<file path="config.mk">
export PLATFORM = sky130hd
export DESIGN_NAME = framed_message_receiver_top
export DESIGN_NICKNAME = d
export VERILOG_FILES = /design/src/hdl/fmr_pkg.sv /design/src/hdl/framed_message_receiver_top.sv /design/src/hdl/fmr_collector.sv /design/src/hdl/fmr_out_reg.sv
export SDC_FILE = /design/constraint.sdc
export NUM_CORES = 1
export LEC_CHECK = 0
export CORE_MARGIN = 2
export CORE_UTILIZATION = 55
export CTS_CLUSTER_DIAMETER = 150
export DETAILED_ROUTE_END_ITERATION = 8
export DONT_BUFFER_PORTS = 1
export PLACE_DENSITY = 0.75
export SLEW_MARGIN = 20
export SYNTH_ARGS = -nofsm -noshare
export SYNTH_HDL_FRONTEND = slang
export SYNTH_SLANG_ARGS = --single-unit
</file>
<file path="constraint.sdc">
create_clock -name aclk -period 20.2 [get_ports aclk]
set_input_delay 3.03 -clock aclk [delete_from_list [all_inputs] [get_ports aclk]]
set_output_delay 3.03 -clock aclk [all_outputs]
set_load 0.005 [all_outputs]
</file>
<file path="src/hdl/fmr_pkg.sv">
// Shared types, constants and the frame length table of the framed message receiver.
`timescale 1ns / 1ps

package fmr_pkg;

    localparam int TEXT_LEN      = 9;
    localparam int PAYLOAD_DEPTH = 9;
    localparam int IDX_W         = $clog2(PAYLOAD_DEPTH);
    localparam int CNT_W         = 4;
    localparam int TDATA_IN_W    = 8;
    localparam int RESULT_W      = 126;
    localparam int TDATA_OUT_W   = 128;

    localparam logic [7:0] GOOD_SUM = 8'hFF;
    localparam logic [7:0] MAX_TYPE = 8'd8;

    typedef enum logic [1:0] {
        STATUS_GOOD     = 2'd0,
        STATUS_BAD_SUM  = 2'd1,
        STATUS_UNKNOWN  = 2'd2
    } frame_status_t;

    // Declared from the top field down so that frame_type lands in the lowest bits.
    typedef struct packed {
        logic [3:0]    frame_length;
        logic [63:0]   payload_tail;
        logic [7:0]    payload_head;
        logic [7:0]    result_value;
        logic [15:0]   second_word;
        logic [15:0]   first_word;
        frame_status_t frame_status;
        logic [7:0]    frame_type;
    } frame_result_t;

    // Frame length, type and checksum bytes included, for a known type byte.
    function automatic logic [CNT_W-1:0] frame_len_of(input logic [7:0] type_byte);
        logic [CNT_W-1:0] len;
        unique case (type_byte[3:0])
            4'd5:    len = CNT_W'(5);
            4'd6:    len = CNT_W'(2 + TEXT_LEN);
            4'd7:    len = CNT_W'(6);
            4'd8:    len = CNT_W'(7);
            default: len = CNT_W'(2);
        endcase
        return len;
    endfunction

endpackage

</file>
<file path="src/hdl/framed_message_receiver_top.sv">
// Top level of the framed message receiver: byte stream in, frame results out.
//
//  Channel  | Dir | Handshake          | Data
//  ---------+-----+--------------------+-----------------------------------------
//  s_       | in  | s_tvalid/s_tready  | s_tdata[7:0] rx_byte
//  m_       | out | m_tvalid/m_tready  | m_tdata[125:0] frame result, zero padded
//
// One byte is taken per cycle while s_tready is high, and each result is registered.
// The frame state and checksum update in combinational logic between the state
// registers and the result register, and a skid stage keeps s_tready high while
// one result waits. s_tready drops only when two results are held back by m_tready.
// aresetn (synchronous) returns the receiver to waiting for a type byte.
`timescale 1ns / 1ps

module framed_message_receiver_top (
    input  logic                             aclk,
    input  logic                             aresetn,
    input  logic                             s_tvalid,
    output logic                             s_tready,
    input  logic [fmr_pkg::TDATA_IN_W-1:0]   s_tdata,  // [7:0] rx_byte
    output logic                             m_tvalid,
    input  logic                             m_tready,
    // [7:0] frame_type, [9:8] frame_status, [25:10] first_word, [41:26] second_word,
    // [49:42] result_value, [57:50] payload_head, [121:58] payload_tail,
    // [125:122] frame_length, [127:126] zero
    output logic [fmr_pkg::TDATA_OUT_W-1:0]  m_tdata
);
    import fmr_pkg::*;

    logic          byte_accept;
    logic          res_valid;
    frame_result_t res;
    frame_result_t out_res;

    assign byte_accept = s_tvalid && s_tready;

    fmr_collector u_collector (
        .aclk       (aclk),
        .aresetn    (aresetn),
        .byte_valid (byte_accept),
        .rx_byte    (s_tdata),
        .res_valid  (res_valid),
        .res        (res)
    );

    fmr_out_reg u_out_reg (
        .aclk       (aclk),
        .aresetn    (aresetn),
        .push       (res_valid),
        .push_data  (res),
        .can_accept (s_tready),
        .out_valid  (m_tvalid),
        .out_ready  (m_tready),
        .out_data   (out_res)
    );

    assign m_tdata = {(TDATA_OUT_W - RESULT_W)'(0), out_res};

endmodule

</file>
<file path="src/hdl/fmr_collector.sv">
// Frame state, running checksum, payload capture; one result per frame or unknown type byte.
`timescale 1ns / 1ps

module fmr_collector (
    input  logic                  aclk,
    input  logic                  aresetn,
    input  logic                  byte_valid,
    input  logic [7:0]            rx_byte,
    output logic                  res_valid,
    output fmr_pkg::frame_result_t res
);
    import fmr_pkg::*;

    logic                  in_frame_reg, in_frame_next;
    logic [3:0]            cur_type_reg, cur_type_next;
    logic [CNT_W-1:0]      seen_reg, seen_next;
    logic [CNT_W-1:0]      exp_len_reg, exp_len_next;
    logic [7:0]            sum_reg, sum_next;
    logic [7:0]            payload_reg [PAYLOAD_DEPTH];
    logic [7:0]            payload_next [PAYLOAD_DEPTH];
    logic                  known;
    logic                  store_ok;
    logic [CNT_W:0]        seen_plus1;

    assign known      = (rx_byte <= MAX_TYPE);
    assign seen_plus1 = {1'b0, seen_reg} + (CNT_W+1)'(1);
    assign store_ok   = (seen_plus1 < {1'b0, exp_len_reg}) &&
                        (seen_reg <= CNT_W'(PAYLOAD_DEPTH));

    always_comb begin
        in_frame_next = in_frame_reg;
        cur_type_next = cur_type_reg;
        seen_next     = seen_reg;
        exp_len_next  = exp_len_reg;
        sum_next      = sum_reg;
        for (int i = 0; i < PAYLOAD_DEPTH; i++) begin
            payload_next[i] = payload_reg[i];
        end
        res_valid = 1'b0;
        res       = '0;

        if (byte_valid) begin
            if (!in_frame_reg) begin
                if (!known) begin
                    // An unknown type byte is reported at once as a one-byte frame.
                    res_valid        = 1'b1;
                    res.frame_type   = rx_byte;
                    res.frame_status = STATUS_UNKNOWN;
                    res.frame_length = CNT_W'(1);
                end else begin
                    in_frame_next = 1'b1;
                    cur_type_next = rx_byte[3:0];
                    seen_next     = CNT_W'(1);
                    exp_len_next  = frame_len_of(rx_byte);
                    sum_next      = rx_byte;
                    for (int i = 0; i < PAYLOAD_DEPTH; i++) begin
                        payload_next[i] = '0;
                    end
                end
            end else begin
                sum_next  = sum_reg + rx_byte;
                seen_next = seen_plus1[CNT_W-1:0];
                for (int i = 0; i < PAYLOAD_DEPTH; i++) begin
                    if (store_ok && seen_reg == CNT_W'(i + 1)) begin
                        payload_next[i] = rx_byte;
                    end
                end
                // The checksum byte is never stored, so the payload registers are final here.
                if (seen_plus1[CNT_W-1:0] >= exp_len_reg) begin
                    res_valid        = 1'b1;
                    res.frame_type   = {4'd0, cur_type_reg};
                    res.frame_status = (sum_next == GOOD_SUM) ? STATUS_GOOD : STATUS_BAD_SUM;
                    res.first_word   = {payload_reg[0], payload_reg[1]};
                    res.second_word  = {payload_reg[2], payload_reg[3]};
                    res.result_value = payload_reg[4];
                    res.payload_head = payload_reg[0];
                    res.payload_tail = {payload_reg[1], payload_reg[2], payload_reg[3],
                                        payload_reg[4], payload_reg[5], payload_reg[6],
                                        payload_reg[7], payload_reg[8]};
                    res.frame_length = exp_len_reg;
                    in_frame_next    = 1'b0;
                    seen_next        = '0;
                end
            end
        end
    end

    always_ff @(posedge aclk) begin
        if (!aresetn) begin
            in_frame_reg <= 1'b0;
            cur_type_reg <= '0;
            seen_reg     <= '0;
            exp_len_reg  <= '0;
            sum_reg      <= '0;
            for (int i = 0; i < PAYLOAD_DEPTH; i++) begin
                payload_reg[i] <= '0;
            end
        end else begin
            in_frame_reg <= in_frame_next;
            cur_type_reg <= cur_type_next;
            seen_reg     <= seen_next;
            exp_len_reg  <= exp_len_next;
            sum_reg      <= sum_next;
            for (int i = 0; i < PAYLOAD_DEPTH; i++) begin
                payload_reg[i] <= payload_next[i];
            end
        end
    end

endmodule

</file>
<file path="src/hdl/fmr_out_reg.sv">
// Result register with a skid stage so the input side keeps running while a result waits.
`timescale 1ns / 1ps

module fmr_out_reg (
    input  logic                  aclk,
    input  logic                  aresetn,
    input  logic                  push,
    input  fmr_pkg::frame_result_t push_data,
    output logic                  can_accept,
    output logic                  out_valid,
    input  logic                  out_ready,
    output fmr_pkg::frame_result_t out_data
);
    import fmr_pkg::*;

    logic          main_valid_reg, main_valid_next;
    logic          skid_valid_reg, skid_valid_next;
    frame_result_t main_reg, main_next;
    frame_result_t skid_reg, skid_next;
    logic          pop;

    assign pop        = main_valid_reg && out_ready;
    assign can_accept = !skid_valid_reg;
    assign out_valid  = main_valid_reg;
    assign out_data   = main_reg;

    always_comb begin
        main_valid_next = main_valid_reg;
        skid_valid_next = skid_valid_reg;
        main_next       = main_reg;
        skid_next       = skid_reg;
        if (skid_valid_reg) begin
            // Input side is held off; drain the skid word into the output register.
            if (pop) begin
                main_next       = skid_reg;
                skid_valid_next = 1'b0;
            end
        end else if (pop || !main_valid_reg) begin
            main_valid_next = push;
            main_next       = push_data;
        end else if (push) begin
            skid_next       = push_data;
            skid_valid_next = 1'b1;
        end
    end

    always_ff @(posedge aclk) begin
        if (!aresetn) begin
            main_valid_reg <= 1'b0;
            skid_valid_reg <= 1'b0;
        end else begin
            main_valid_reg <= main_valid_next;
            skid_valid_reg <= skid_valid_next;
        end
        main_reg <= main_next;
        skid_reg <= skid_next;
    end

endmodule

</file>
==> impl_metrics.toml <==
[worst_hold_path]
hold_path_startpoint = "u_collector.payload_reg[0][14]"
worstHoldEndpoint = "u_collector.payload_reg[0][14]"
min_path_cells = 1
class_of_the_most_critical_hold_timing_path = "flip-flop to flip-flop"

[sta]
worst_pin_slew_ns = 1.01
timing.fmax_mhz = 204
fin_skew_ns = 0.0144
period_minus_slack_ns = 4.91
timing.final.hold_violations = 0
summed_negative_setup_slack_over_all_endpoints_ns = 0
maxSlewHeadroom = 0.329
layout_worst_path_cycle_share = 0.243
hold_slack_ns = 0.454
grt_setup_unrepaired = "false"
timing.final.setup_violations = 0
drv_slew = 0

[worst_setup_path]
critPathArrivalTime_ns = 5.29
ff2ff_path_depth = 10
crit_fanout = 47
timing.critical_path.max_delay_family = "simple AND/OR/NAND/NOR gates"
critical_path.cell_chain = "nor2b_1 > nand2_1 > a21oi_4 > buf_4 > and2_1 > a21o_1"
critical-path-slowest-cell = "a21oi_4"
cp.required_ns = 20.58
startpoint_type = "input port"
critical_path.endpoint_type = "flip-flop"
critical_path.n_buffers_inverters = 1
critical_path_class = "input port to flip-flop"
critical_path.max_stage_delay_ns = 0.67
worst_r2r_startpoint = "u_collector.seen_reg[0]"
rr_endpoint = "u_out_reg.skid_reg[73]"
worst-r2r-setup-slack_ns = 16.74

[placement]
routabilityCongestion = 0.831
dpl_cell_area_um2 = 10500
placedCellCount = 971
place.port_buffers = 0
dpl.hpwl_um = 13100

[detailed_routing]
route.antenna.remaining_nets = 0
number_of_vias_in_the_routed_layout = 5990
route.detailed.vias_per_inst = 5.87
drtIter0Drc = 497
route.final.wire_length_um = 20800
detail_route.drc_violations = 0
wire_per_inst_um = 20.3
firstDrtPassIters = 7

[finish]
antenna_cells_inserted = 0
design.final.nets = 764
final_design_area_no_fill_um2 = 11400
drive_above_1_share = 0.0675
finish.cell_count_without_fillers = 1020
layout-area-overhead-vs-synth_pct = 6.18

[yosys]
netlist.top_cell.by_area = "edfxtp_1"
leading_post_synthesis_cells_by_cell_area = "edfxtp_1, dfxtp_1, a21o_1, o2bb2ai_1, and2_1"
ys.warnings.count = 0
post_synth.cell_area_avg_um2 = 13.6
synth_top_cell_area_share = 0.482
yosys.cell_types.count = 50
most_used_flip_flop_cell_after_synthesis = "edfxtp_1"
async_flop_share = 0
syn-cell-area_um2 = 10700
postSynthCellCount = 787
yosys_register_bits = 267
synth_sequential_area_ratio = 0.659
synth_edf_count = 172

[global_route]
grt_max_degree = 91
overflow = 0
antenna_found_initial = 0
grt_pass1_wl_um = 32900
first_global_vias = 6136
grt_use_total = 0.204

[floorplan]
design.core.area_um2 = 19300
fp.dieW_um = 144
rows = 51
number_of_primary_i_o_pins = 142
design.die.area_um2 = 20600
initial_core_util = 0.556
floorplan.die.height_um = 144

[cts]
cts_hold_buf = 0
cts.root.buffer_cell = "clkbuf_16"
cts_repair_resize_count = 0
clock_latency_ns = 0.52
cts.sink_count = 267
cts_made_buffers = 27
htree_levels = 1
tritoncts = "built"
postCtsSetupRepairBufs = 0
clock_tree.buffer_depth = 3
clk_transition_reported_paths_ns = 0.06

[power]
report.power.total_mw = 1.14
static-leakage-power_nw = 4.67
ir_drop_mv = 0.0549
power.density_cell_area_nw_per_um2 = 99.9

[run]
max_cap_violations = 0

[outcome]
run_status = "completed"
-- through the flow --
stage / util / worst slack, ns
floorplan: - / 9.55
global placement: 0.546 / 14.87
detailed placement: 0.546 / 14.79
CTS: 0.591 / 15.32
global route: 0.591 / 15.10
finish: 0.591 / 15.29
-- synthesized netlist by cell type (15+ instances only) --
cell,instances
a21o_1,90
a21oi_1,16
and2_1,82
buf_4,45
clkbuf_1,16
dfxtp_1,95
edfxtp_1,172
ha_1,16
inv_1,15
nand2_1,25
nand3_1,21
nor2_1,18
o2bb2ai_1,72
-- worst max path at each step --
stage / startpoint / to / slack, ns / cells past startpoint
finish: s_tvalid / u_out_reg.out_data[66] / 15.29 / 6
global route: s_tvalid / u_out_reg.out_data[68] / 15.10 / 6
CTS: s_tvalid / u_out_reg.out_data[66] / 15.32 / 6
detailed placement: s_tvalid / u_out_reg.out_data[97] / 14.79 / 6
global placement: s_tvalid / u_out_reg.out_data[66] / 14.87 / 6
floorplan: s_tdata[3] / u_out_reg.skid_reg[0] / 9.55 / 7
-- worst reg2reg max path, delay by kind of cell, from the launching register on --
family / cells / cell delay [ns]
buf+inv: 2 / 0.85
flops: 1 / 0.41
simple gates: 4 / 0.78
fa+ha+maj: 2 / 0.65
compound gates: 2 / 0.29
-- final cells by class --
cell class / instances / area (µm²)
clock inverters: 7 / 95.1
clock buffers: 42 / 773
flip-flops and latches: 267 / 7070
repair buffers: 5 / 37.5
well taps: 265 / 332
multi-input cells: 419 / 3030
fillers: 1521 / 7880
inverters: 15 / 56.3
-- layout by cell type (no fill, tap or decap), types with 15 or more instances in the layout --
master,count
edfxtp_1,172
and2_1,82
nor2_1,18
nand2_1,25
ha_1,16
inv_1,15
o2bb2ai_1,72
nand3_1,21
clkbuf_16,28
a21oi_1,16
a21o_1,90
dfxtp_1,94
-- logic make-up (layout without fill, tap and decap cells) --
| kind of cell | after synthesis | in the layout | share of synthesized area |
|---|---|---|---|
| flip-flops | 267 | 267 | 0.659 |
| AO/OA/AOI/OAI | 217 | 217 | 0.159 |
| AND/OR/NAND/NOR | 169 | 169 | 0.0877 |
| adder cells (fa/ha/maj) | 17 | 17 | 0.0205 |
| other | 1 | 2 | 0.000350 |
| multiplexers | 4 | 4 | 0.00373 |
| buffers and inverters | 102 | 69 | 0.0615 |
| XOR/XNOR | 10 | 10 | 0.00817 |
-- layer usage --
| metal | vias to the layer above | global-route usage | routed length, µm |
|---|---|---|---|
| met1 | 2971 | 0.270 | 8970 |
| li1 | 2768 | - | - |
| met4 | 0 | 0.0635 | 422 |
| met2 | 212 | 0.336 | 9990 |
| met3 | 39 | 0.0463 | 1370 |
| met5 | - | 0 | 0 |
-- power by group --
part / switching, mW / internal, mW
sequential: 0.0150 / 0.605
clock: 0.194 / 0.289
combinational: 0.0251 / 0.00924
total: 0.234 / 0.904
Note: power is estimated with default switching activity, not from simulation.
